`src/rtl/core/smeu_ram.sv`:
```
// generic single-port-write ram with registered read
module smeu_ram #(
  parameter int WIDTH = 32,
  parameter int DEPTH = 128
) (
  input  logic                     clk,
  input  logic                     we,
  input  logic [$clog2(DEPTH)-1:0] waddr,
  input  logic [WIDTH-1:0]         wdata,
  input  logic [$clog2(DEPTH)-1:0] raddr,
  output logic [WIDTH-1:0]         rdata
);
  logic [WIDTH-1:0] mem [DEPTH];

  always_ff @(posedge clk) begin
    if (we) begin
      mem[waddr] <= wdata;
    end
    rdata <= mem[raddr];
  end
endmodule

```
`config.mk`:
```
export PLATFORM = sky130hd
export DESIGN_NAME = smeu_ram
export DESIGN_NICKNAME = d
export VERILOG_FILES = /design/src/rtl/core/smeu_ram.sv
export SDC_FILE = /design/constraint.sdc
export NUM_CORES = 2
export LEC_CHECK = 0
export CAP_MARGIN = 40
export CORE_MARGIN = 4
export CORE_UTILIZATION = 60
export CTS_CLUSTER_SIZE = 16
export DETAILED_ROUTE_END_ITERATION = 6
export DONT_BUFFER_PORTS = 1
export PLACE_DENSITY = 0.76
export SLEW_MARGIN = 10
export SYNTH_ARGS = -nofsm -noshare
export SYNTH_HDL_FRONTEND = slang
export SYNTH_SLANG_ARGS = --single-unit
```
`constraint.sdc`:
```
create_clock -name clk -period 8.05 [get_ports clk]
set_input_delay 1.2075 -clock clk [delete_from_list [all_inputs] [get_ports clk]]
set_output_delay 1.2075 -clock clk [all_outputs]
set_load 0.02 [all_outputs]
```
# ---- Yosys cells after proc, flatten, opt, wreduce, memory -nomap -nowiden
# Memory sizes are Yosys's and may differ from the RTL's. A register that Yosys moved wholly into a read port is not among the register bits.
# Index checks and enable logic that the tools add are counted.
dict set report op_classes {
  muxes 2
}
# op count
set ops {}
lappend ops {{1-bit two-way mux} 2}
dict set report word_totals {
  mem_count 1
  reg_bits 0
  word_cells 3
  inputBits 48
  ramBits 4096
}
# name depth word_bits rd rd_ports_with_merged_regs wr line_no
set mem_list {}
lappend mem_list {mem 128 32 1 1 1 13} ;# logic [WIDTH-1:0] mem [DEPTH];

# ---- Logic depth before layout (Yosys ltp)
dict set report depth {
  depth_word 2
  depth_mapped 8
  ltp_nobuf 4
}

# ---- Worst setup path after synthesis
# OpenSTA, ideal clock, no wires.
dict set report synth_path {
  kind {input to register}
  start {input we}
  end {memory mem[98][0] (enable)}
  arrival_ps 3985
  setup_slack_ps 3604
  setup_time_ps 461
  path_stages 3
  cell_sequence {clkbuf_1 -> nand4_1 -> nor3_1}
}
dict set report synth_between {
  elab_chain_len 2
}
# element line_no
set synth_rtl {}
lappend synth_rtl {{from (decl)} 7} ;# input logic we,
lappend synth_rtl {{1-bit two-way mux} 16} ;# if (we) begin
lappend synth_rtl {{1-bit two-way mux (implied by the code)} 17} ;# mem[waddr] <= wdata;
lappend synth_rtl {{to (decl)} 13}
# No other way between the ends.

==> results.json <==
{
  "status": "finished, violations left",
  "violations": "max-slew violations",
  "antenna_found_initial": 42,
  "grtUsageTotal": 0.335,
  "grt_remaining_overflow": 0,
  "htreeDepth": 5,
  "dr.first_iter.drc_count": 15604,
  "numClockSinks": 4128,
  "drive_gt1_frac": 0.340,
  "setup-tns-final_ns": 0,
  "synth_top_family_by_area": "multiplexers",
  "synth.distinct_cells": 17,
  "pin_count": 80,
  "grt_pass1_vias": 75268,
  "vias_per_cell": 7.41,
  "syn_to_final_growth_pct": 11.8,
  "fp.dieW_microns": 518,
  "setup_viol": 0,
  "crit_slowest_cell": "mux4_2",
  "max_freq_mhz": 170,
  "port_buffers": 0,
  "vdd_drop_max_v": 0.000276,
  "drc_errors": 0,
  "drtAntennaViolNets": 0,
  "drt-wirelength-per-cell_microns": 45.7,
  "yosysMostFrequentCell": "edfxtp_1",
  "power_density_nw_per_um2": 252,
  "cts_root_buf": "clkbuf_16",
  "grt_max_degree": 1025,
  "num_rows": 187,
  "p_leak_nw": 53.2,
  "total_power_mw": 44.1,
  "worst_slack_ns": 2.18,
  "core_area_sq_um": 259000,
  "clkLatencyLatePin_ns": 0.95,
  "path_max_fanout": 100,
  "worstMarginPinSlew_ns": 2.51,
  "arrival_ns": 6.67,
  "synthFlopType": "edfxtp_1",
  "synth_top_area_frac": 0.787,
  "synth_top_cells_by_count": "4096 x edfxtp_1, 1344 x mux4_2, 182 x clkbuf_1",
  "cts_tree": "built",
  "cts_setup_buffers": 0,
  "critical_path.reg2reg.startpoint": "mem[126][11]",
  "synth-async-reset-ratio": 0,
  "min_from": "wdata[10]",
  "cp_common_cell": "buf_16",
  "critPathLaunch": "raddr[0]",
  "cpPeakStageDelay_ns": 0.58,
  "die-area_sq_um": 269000,
  "final_max_slew_viol_count": 215,
  "numCtsBuffers": 386,
  "crit_path_start_kind": "input pin",
  "min_path_type": "input pin to flop",
  "dp_hpwl_mm": 202,
  "synthMuxAreaShare": 0.196,
  "synth_fa_ha_area_frac": 0,
  "first_pass_iters": 6,
  "yosys_warnings": 0,
  "cp_num_buf_inv": 6,
  "path_class": "input pin to flop",
  "avgSynthCellArea_sq_um": 26.1,
  "maxCapViolCount": 0,
  "syn_inst": 5990,
  "worstPathRequired_ns": 8.85,
  "synth-seq-cells": 4128,
  "synth_compound_area_frac": 0,
  "slew_headroom": -0.673,
  "cts_buffer_depth": 4,
  "ys_seq_area_frac": 0.791,
  "crit_path_cell_trace": "buf_16, buf_16, buf_16, buf_16, buf_16, buf_16, mux4_2, mux4_2, mux4_2, mux2_2",
  "hold_buffers": 0,
  "period_needed_ns": 5.87,
  "yosysTopAreaCell": "edfxtp_1",
  "cts_resized": 0,
  "routed_wl_mm": 455,
  "hold_viol": 0,
  "netlist_area_sq_um": 156000,
  "syn_nets": 6038,
  "yosys.area_share.simple": 0.00446,
  "rsz0062_at_grt": "no",
  "die_h_microns": 518,
  "fin_nets": 6292,
  "place_ws_ns": 1.70,
  "grt_pass1_wl_mm": 617,
  "synth_xor_area_frac": 0,
  "finalCritPeriodShare": 0.729,
  "start_util": 0.602,
  "synth_area_leaders": "edfxtp_1 79%, mux4_2 19%, clkbuf_1 0.44%, dfxtp_1 0.41%, nor2_1 0.29%",
  "cp_top_family": "buffers and inverters",
  "place.gp.congestion": 0.822,
  "nFillCells": 14357,
  "vias": 73905,
  "cts.clk_slew.worst_paths_ns": 0.08,
  "critPathCaptureType": "flop",
  "fin_worst_skew_ns": 0.0700,
  "synth_edf_count": 4096
}
-- per-stage QoR --
stage | instances | hold slack [ns] | utilization | area (sq um)
2_1_floorplan | 5990 | 1.07 | - | 156000
3_3_place_gp | 9214 | 1.09 | 0.622 | 161000
3_5_place_dp | 9246 | 1.10 | 0.625 | 162000
4_1_cts | 9942 | 0.341 | 0.672 | 174000
5_1_grt | 9957 | 0.346 | 0.673 | 175000
6_report | 9974 | 0.382 | 0.673 | 175000
-- layout make-up --
type                    instances  area [sq um]  area share
diodes                         20          50.0    0.000286
clock buffers                 492         10400      0.0593
clock inverters               204          1940      0.0111
multi-input cells            1546         32300       0.185
flip-flops and latches       4128        124000       0.708
well taps                    3402          4260      0.0244
repair buffers                182          2190      0.0125
-- kinds of logic after synthesis --
logic type             count (synthesis)
DFF                                 4128
and+or+nand+nor                      170
buffers and inverters                316
muxes                               1376
-- layout by cell type (no fill, tap or decap), types with 2 or more instances in the layout --
| master | n |
|---|---|
| mux2_2 | 32 |
| buf_6 | 2 |
| diode_2 | 20 |
| edfxtp_1 | 4096 |
| clkinv_8 | 2 |
| nand3_1 | 8 |
| nor3_2 | 9 |
| buf_8 | 9 |
| nor2_4 | 119 |
| clkbuf_16 | 396 |
| nand3_2 | 4 |
| bufinv_16 | 36 |
| clkinvlp_4 | 10 |
| clkinv_4 | 4 |
| nand2_1 | 11 |
| clkinv_2 | 69 |
| nand2b_1 | 2 |
| nor2b_1 | 7 |
| buf_4 | 131 |
| mux4_2 | 1344 |
| inv_6 | 6 |
| clkbuf_1 | 87 |
| clkinv_1 | 75 |
| clkbuf_8 | 9 |
| dfxtp_1 | 32 |
| buf_16 | 33 |
| nor2_1 | 3 |
| buf_12 | 7 |
| nand4_1 | 3 |
| nand2_2 | 3 |
-- sequential cells by signal (all words and copies together) (netlist names) --
signal  count
mem      4096
rdata      32
-- power by group --
| group | switching (mW) | internal (mW) | total (mW) |
|---|---|---|---|
| Clock | 8.13 | 10.3 | 18.4 |
| Combinational | 0.942 | 0.853 | 1.79 |
| Sequential | 0.168 | 23.7 | 23.9 |
| Total | 9.24 | 34.8 | 44.1 |
-- path summary, 6_finish.rpt --
path | endpoint | slack (ns) | cells past startpoint
max | rdata[4] | 2.18 | 10
min reg2reg | rdata[23] | 1.10 | 4
max reg2reg | rdata[11] | 5.29 | 4
min | mem[104][10] | 0.38 | 0
-- layer usage --
layer	wire, microns	track usage	vias to the layer above
li1	-	-	26862
met1	138000	0.426	38722
met2	218000	0.518	6920
met3	63700	0.0933	1375
met4	36200	0.213	26
met5	143	0	-
No activity file was read; power rests on OpenSTA's default activity.
