$ cat config.mk
export PLATFORM = sky130hd
export DESIGN_NAME = smeu_div
export DESIGN_NICKNAME = d
export VERILOG_FILES = /design/src/rtl/core/smeu_pkg.sv /design/src/rtl/core/smeu_div.sv
export SDC_FILE = /design/constraint.sdc
export NUM_CORES = 1
export LEC_CHECK = 0
export BUFFER_PORTS_ARGS = -buffer_cell sky130_fd_sc_hd__buf_2
export CORE_MARGIN = 2
export CORE_UTILIZATION = 55
export CTS_CLUSTER_SIZE = 20
export DETAILED_ROUTE_END_ITERATION = 7
export PLACE_DENSITY = 0.78
export RECOVER_POWER = 25
export SETUP_SLACK_MARGIN = 0.3
export SLEW_MARGIN = 20
export SYNTH_ARGS = -nofsm -noshare
export SYNTH_HDL_FRONTEND = slang
export SYNTH_SLANG_ARGS = --single-unit
$ cat constraint.sdc
create_clock -name clk -period 5.87 [get_ports clk]
set_clock_uncertainty 0.05 [all_clocks]
set_input_delay 0.2935 -clock clk [delete_from_list [all_inputs] [get_ports clk]]
set_output_delay 0.2935 -clock clk [all_outputs]
set_load 0.05 [all_outputs]
$ cat src/rtl/core/smeu_pkg.sv
// types and constants of the stack machine execute unit
package smeu_pkg;

  localparam int KIND_W   = 5;
  localparam int WORD_W   = 32;
  localparam int OFFS_W   = 5;
  localparam int VIDX_W   = 4;
  localparam int ERR_W    = 2;
  localparam int FRAC_W   = 16;
  localparam int NUM_W    = WORD_W + FRAC_W;
  localparam int DIV_STEPS = NUM_W / 2;

  localparam logic [WORD_W-1:0] Q_ONE = 32'h0001_0000;

  typedef enum logic [KIND_W-1:0] {
    OP_PUSH = 5'd0,
    OP_ADD  = 5'd1,
    OP_SUB  = 5'd2,
    OP_MUL  = 5'd3,
    OP_DIV  = 5'd4,
    OP_LT   = 5'd5,
    OP_LTE  = 5'd6,
    OP_GT   = 5'd7,
    OP_GTE  = 5'd8,
    OP_EQ   = 5'd9,
    OP_NE   = 5'd10,
    OP_NOT  = 5'd11,
    OP_AND  = 5'd12,
    OP_OR   = 5'd13,
    OP_DUP  = 5'd14,
    OP_POP  = 5'd15,
    OP_GET  = 5'd16,
    OP_SET  = 5'd17,
    OP_JMP  = 5'd18,
    OP_CJMP = 5'd19
  } kind_t;

  typedef enum logic [ERR_W-1:0] {
    ERR_OK    = 2'd0,
    ERR_UNDER = 2'd1,
    ERR_OVER  = 2'd2,
    ERR_DIVZ  = 2'd3
  } err_t;

  typedef enum logic [1:0] {
    ST_IDLE,
    ST_EXEC,
    ST_MUL,
    ST_DIV
  } state_t;

endpackage

$ cat src/rtl/core/smeu_div.sv
// iterative unsigned divider, two quotient bits per cycle
module smeu_div (
  input  logic                        clk,
  input  logic                        rst,
  input  logic                        start,
  input  logic [smeu_pkg::NUM_W-1:0]  num,
  input  logic [smeu_pkg::WORD_W-1:0] den,
  output logic                        done,
  output logic [smeu_pkg::NUM_W-1:0]  quot
);
  import smeu_pkg::*;

  localparam int CNT_W = $clog2(DIV_STEPS);

  logic [WORD_W:0]    rem, rem_next;
  logic [NUM_W-1:0]   quo_next;
  logic [WORD_W-1:0]  den_r;
  logic [CNT_W-1:0]   cnt;
  logic               run;

  always_comb begin
    rem_next = rem;
    quo_next = quot;
    for (int i = 0; i < 2; i++) begin
      rem_next = {rem_next[WORD_W-1:0], quo_next[NUM_W-1]};
      quo_next = {quo_next[NUM_W-2:0], 1'b0};
      if (rem_next >= {1'b0, den_r}) begin
        rem_next    = rem_next - {1'b0, den_r};
        quo_next[0] = 1'b1;
      end
    end
  end

  always_ff @(posedge clk) begin
    if (rst) begin
      run  <= 1'b0;
      done <= 1'b0;
      cnt  <= '0;
    end else begin
      done <= 1'b0;
      if (start) begin
        run <= 1'b1;
        cnt <= '0;
      end else if (run) begin
        cnt <= cnt + 1'b1;
        if (cnt == CNT_W'(DIV_STEPS - 1)) begin
          run  <= 1'b0;
          done <= 1'b1;
        end
      end
    end
  end

  always_ff @(posedge clk) begin
    if (start) begin
      rem   <= '0;
      quot  <= num;
      den_r <= den;
    end else if (run) begin
      rem  <= rem_next;
      quot <= quo_next;
    end
  end
endmodule

======== Word-level counts from Yosys, hierarchy flattened ========
Index checks and enable logic that the tools add are counted.
W data, S select, Z words.
word-level totals
  flip-flop bits (word level) ............. 119
  word-level logic and storage cells ...... 26
  input port bits ......................... 83
  output and inout bits ................... 49
operators by class
  multiplexer cells ....................... 10
  equality and inequality tests ........... 1
  bitwise operators ....................... 1
  reductions and logical operators ........ 3
  $add $sub $neg .......................... 3
  magnitude comparators ................... 2
operators with widths
  cell                   count
  $mux W48               2
  $ge A33 B32 Y1         2
  $mux W32               2
  $sub A32 B32 Y32       2
  $mux W1                6
  $add A5 B1 Y5 const B  1
  $eq A5 B5 Y1 const B   1
  $reduce_or A3 Y1       1
  $reduce_bool A2 Y1     1
  $reduce_or A2 Y1       1
  $not A1 Y1             1

======== Logic depth before layout (Yosys ltp) ========
  word-level depth ........................ 6
  mapped depth ............................ 26
  gate-level depth less buffers ........... 23

======== Worst setup path before layout ========
No wires, ideal clock.
  path type ............................... register -> register
  start ................................... register quot[47] in the netlist's numbering
  end ..................................... register quot[0] in the netlist's numbering, data pin
  buffers on the path ..................... 2
  path slack .............................. 0.433 ns
  setup time .............................. 0.260 ns
  period minus slack after synthesis ...... 5.437 ns
  arrival time ............................ 5.127 ns
  data required time ...................... 5.560 ns
  stages on the path, launching flop included .. 21
  cells stage by stage .................... edfxtp_1 inv_1 ha_1 nor2b_1 o31a_1 o31ai_1 a2111oi_4 or2_1 a31oi_4 buf_4 mux2_2 ha_1 a21oi_1 a21oi_1 o41ai_1 a21bo_2 o21ai_0 a221o_2 a21o_2 buf_2 mux2_2
between the ends
  cells in the longest elaborated chain, start to end .. 6
  elaborated cells on any way between the ends .. 7
  those cells by class .................... add/sub: 1; order compare: 2; mux: 4
ends and longest elaborated chain
  item                                                       line                            source
  start, declared                                            smeu_div.sv:9                   output logic [smeu_pkg::NUM_W-1:0] quot
  start signal, assigned                                     smeu_div.sv:57                  quot <= num;
  start signal, assigned                                     smeu_div.sv:61                  quot <= quo_next;
  $sub A32 B32 Y32 / $ge A33 B32 Y1 (equally long branches)  smeu_div.sv:28, smeu_div.sv:27
  $mux W32 *                                                 smeu_div.sv:27                  if (rem_next >= {1'b0, den_r}) begin
  $ge A33 B32 Y1 *                                           smeu_div.sv:27
  $mux W1 *                                                  smeu_div.sv:27
  $mux W48 *                                                 smeu_div.sv:59                  end else if (run) begin
  $mux W48 *                                                 smeu_div.sv:55                  if (start) begin
Mark *: on every way between the ends. The rest lies on a longest branch, timed or not. The select of a mux whose other input is x is not followed.
A chain may end at the register's enable or synchronous reset.

======== Worst setup path in the final report ========
  start ................................... register den_r[20]
  end ..................................... register rem[0]
between the ends
  cells in the longest elaborated chain, start to end .. 4
  elaborated cells on any way between the ends .. 5
  those cells by class .................... add/sub: 1; order compare: 2; mux: 2
ends and longest elaborated chain
  item                                                       line                            source
  start, declared                                            smeu_div.sv:17                  logic [WORD_W-1:0] den_r;
  start signal, assigned                                     smeu_div.sv:58                  den_r <= den;
  $sub A32 B32 Y32 / $ge A33 B32 Y1 (equally long branches)  smeu_div.sv:28, smeu_div.sv:27
  $mux W32                                                   smeu_div.sv:27
  $ge A33 B32 Y1 *                                           smeu_div.sv:27
  $mux W32 *                                                 smeu_div.sv:27
  end signal, assigned                                       smeu_div.sv:60                  rem <= rem_next;
  end, declared                                              smeu_div.sv:15                  logic [WORD_W:0] rem, rem_next;
Mark *: on every way between the ends. The rest lies on a longest branch, timed or not.

==> results.md <==
* Vias in the first global route at between 7,000 and 8,000
* Fin. Hold Viols at 0
* P&R area growth vs syn at 24.2%
* TritonRoute pass-1 iters at 7
* Combinational share of power at 0.574
* Finished Layout Cells at between 1,000 and 1,500
* Part of the power in registers at 0.219
* IO Count at around 130
* Largest net degree at the start of global routing at between 60 and 70
* Sequential area share after synthesis at 0.380
* Period utilization at 0.914
* Htree depth at 4
* # nets final at 1,209
* CTS tree: built
* Final max-slew violation count at 61
* Pwr Density at just under 500 nW/um^2
* Syn nets at 1,039
* Max_slew headroom at -0.996
* Hold path start: den[31]
* GRT Total Usage at 0.270
* RSZ-0062 raised after global routing: no
* Worst r2r src: den_r[20]
* Pre-CTS WS at 211 ps
* CP Data Required Time at roughly 6000 ps
* Cells after Synth at just under 900
* FILL cells at 1,098
* FMAX at 186 MHz
* Routed len/inst at approximately 17 um
* Post-route DRC violation count at 0
* N_diodes at 0
* CP max FO at 20
* Placed Cells at 1,179
* Multi-input gate area at 4960 sq um
* Final setup vio count at 0
* CP max stage delay at 400 ps
* #FFs+latches synth at about 120
* CTS clk-pin slew, worst paths at about 60 ps
* Port Buf Inserts at 131
* Via count at ~7,500
* Max-Cap Viols at 1
* Initial Utilization at 0.557
* Critical path type: reg2reg
* Row count at 45
* Hold WC Path Type: in2reg
* DR vias/cell at approximately 6
* Top FF cell, synth: edfxtp_1
* Net Sw Frac at 0.435
* Async S/R FF share, synth at 0
* DIE WIDTH at roughly 130 um
* HPWL after DPL at approximately 16,000 um
* Detail Route Antenna Nets at 0
* Post-Syn Area at roughly 8400 sq um
* Overflow after GRT at 0
* CP cell instances: inv_1, ha_2, a21o_1, a31oi_2, o221ai_1, or3_4, or2_4, a31oi_4, buf_4, buf_6, nand2_1, o31ai_2, ha_1, a21oi_1, o21ai_0, a31oi_2, o221a_2, o21ai_2, a221o_2, a21o_2, buf_4, nand2b_1, a311oi_2
* Outcome: finished with violations
* Setup TNS at 0 ps
* CP Launch Type: register
* Fraction of layout cells with a size suffix above 1 at 0.265
* First-pass GRT wire length at 35,100 um
* FF+latch area at ~3200 sq um
* Worst setup EP type: register
* Switching power total at 2.20 mW
* Longest Clk Path Bufs at 2
* Worst slew pin tran at roughly 3000 ps
* Final Wtd Congestion at 0.933
* Core ar. at around 15,000 sq um
* Die Ht at 127 um
* Final min period at 5360 ps
* Latest clock arrival within the worst-skew pair at approximately 430 ps
* Drt initial violations at ~640
* Clock Sinks at roughly 120
* Leak at 4.44 nW
* Number of library cell types mapped by synthesis at 73
* P_int at 2.85 mW
* CP max-delay cell: or3_4
* Root buffer cell: clkbuf_16
* Die ar. at 16,200 sq um
* Initial antenna violation count at 1
* Yosys warnings at 0
* Failing checks: capacitance limit, slew limit
* Post-synth EDFFs at 80
* CP Launch Point: den_r[20]
* WL final at approximately 22,000 um
* Clock power frac at 0.207
* Final setup margin at between 500 and 600 ps
* CTS buffer count at 17
* Maximum VDD drop at between 0.3 and 0.4 mV
* Mean Syn Cell Area at between 9 and 10 sq um
* CP Data Arrival Time at 5470 ps
critical path, delay by kind of cell, from the launching register on:
family          cells  cell delay (ps)
flops               1              350
buf+inv             4              630
fa+ha+maj           2              690
compound gates     13             2480
simple gates        4              860
layout make-up:
| class | instances | share of cell area |
|---|---|---|
| clock buffers | 19 | 0.0416 |
| clock inverters | 13 | 0.0142 |
| inverters | 49 | 0.0177 |
| multi-input cells | 678 | 0.477 |
| flip-flops and latches | 119 | 0.306 |
| well taps | 188 | 0.0226 |
| repair buffers | 194 | 0.121 |
registers in the layout (all words and copies together), names as in the netlist:
register,flops
den_r,32
cnt,5
done,1
rem,32
quot,48
run,1
layer usage:
layer  vias to the layer above  wire length, um  track usage
met4                         2              505       0.0970
li1                       3631                -            -
met3                        52             1420       0.0683
met2                       286            10400        0.439
met1                      3545             9560        0.352
met5                         -               11            0
repair_timing:
action / 4_1_cts / 5_1_grt
gates cloned: 0 / 1
pin swaps: 3 / 10
endpoints found under the hold margin: 31 / 0
hold buffers: 31 / 0
buffers inserted: 4 / 13
endpoints found under the setup margin: 23 / 33
resized for setup: 4 / 39
Yosys cell counts (17+ instances only):
cell,number,area (sq um)
nand3_1,18,90.1
dfxtp_1,39,781
nor2_1,58,218
a21o_1,22,165
nand2_1,100,375
o21ai_0,60,300
xor2_1,26,228
ha_1,65,813
mux2_2,50,563
inv_1,48,180
clkbuf_1,23,86.3
a21oi_1,56,280
xnor2_1,30,263
edfxtp_1,80,2400
a211oi_1,17,128
path summary, 6_finish.rpt:
check	endpoint	slack [ps]	depth (start not counted)
max	rem[0]	510	23
min	den_r[31]	9	1
max reg2reg	rem[0]	510	23
min reg2reg	rem[31]	440	2
through the flow:
step,power [mW],util,hold WS (ps),cell area (sq um)
2_1_floorplan,3.13,-,316,8370
3_3_place_gp,3.69,0.611,405,9190
3_5_place_dp,3.72,0.611,408,9190
4_1_cts,4.85,0.674,0.957,10100
5_1_grt,5.37,0.692,4.31,10400
6_report,5.05,0.692,8.65,10400
cell families (layout without fill, tap and decap cells):
logic type               count (synthesis)  in the layout  share of synthesized area
buffers and inverters                   92            275                     0.0450
adder cells (fa/ha/maj)                 67             67                      0.102
XOR/XNOR                                56             56                     0.0586
multiplexers                            61             61                     0.0804
flip-flops                             119            119                      0.380
AO/OA/AOI/OAI                          242            242                      0.193
AND/OR/NAND/NOR                        252            252                      0.141
cells in the final DEF (no fill, tap or decap), types with 11 or more instances in the layout:
| cell | count |
|---|---|
| a211oi_1 | 15 |
| a21o_1 | 22 |
| a21oi_1 | 54 |
| a311oi_1 | 15 |
| buf_2 | 130 |
| buf_4 | 26 |
| clkbuf_16 | 18 |
| dfxtp_1 | 38 |
| dlygate4sd3_1 | 31 |
| edfxtp_1 | 80 |
| ha_1 | 61 |
| inv_1 | 46 |
| mux2_2 | 50 |
| mux2i_1 | 11 |
| nand2_1 | 100 |
| nand3_1 | 18 |
| nand4_1 | 13 |
| nor2_1 | 58 |
| nor3_1 | 13 |
| o21ai_0 | 52 |
| xnor2_1 | 30 |
| xor2_1 | 26 |
power by group through the flow:
stage | clock network (mW) | registers, mW | logic [mW]
after floorplan | 0 | 1.23 | 1.90
after global placement | 0 | 1.11 | 2.57
after detailed placement | 0 | 1.12 | 2.61
after CTS | 1.06 | 1.10 | 2.68
after global routing | 1.09 | 1.12 | 3.16
final | 1.05 | 1.11 | 2.89
No activity file was read; power rests on OpenSTA's default activity.
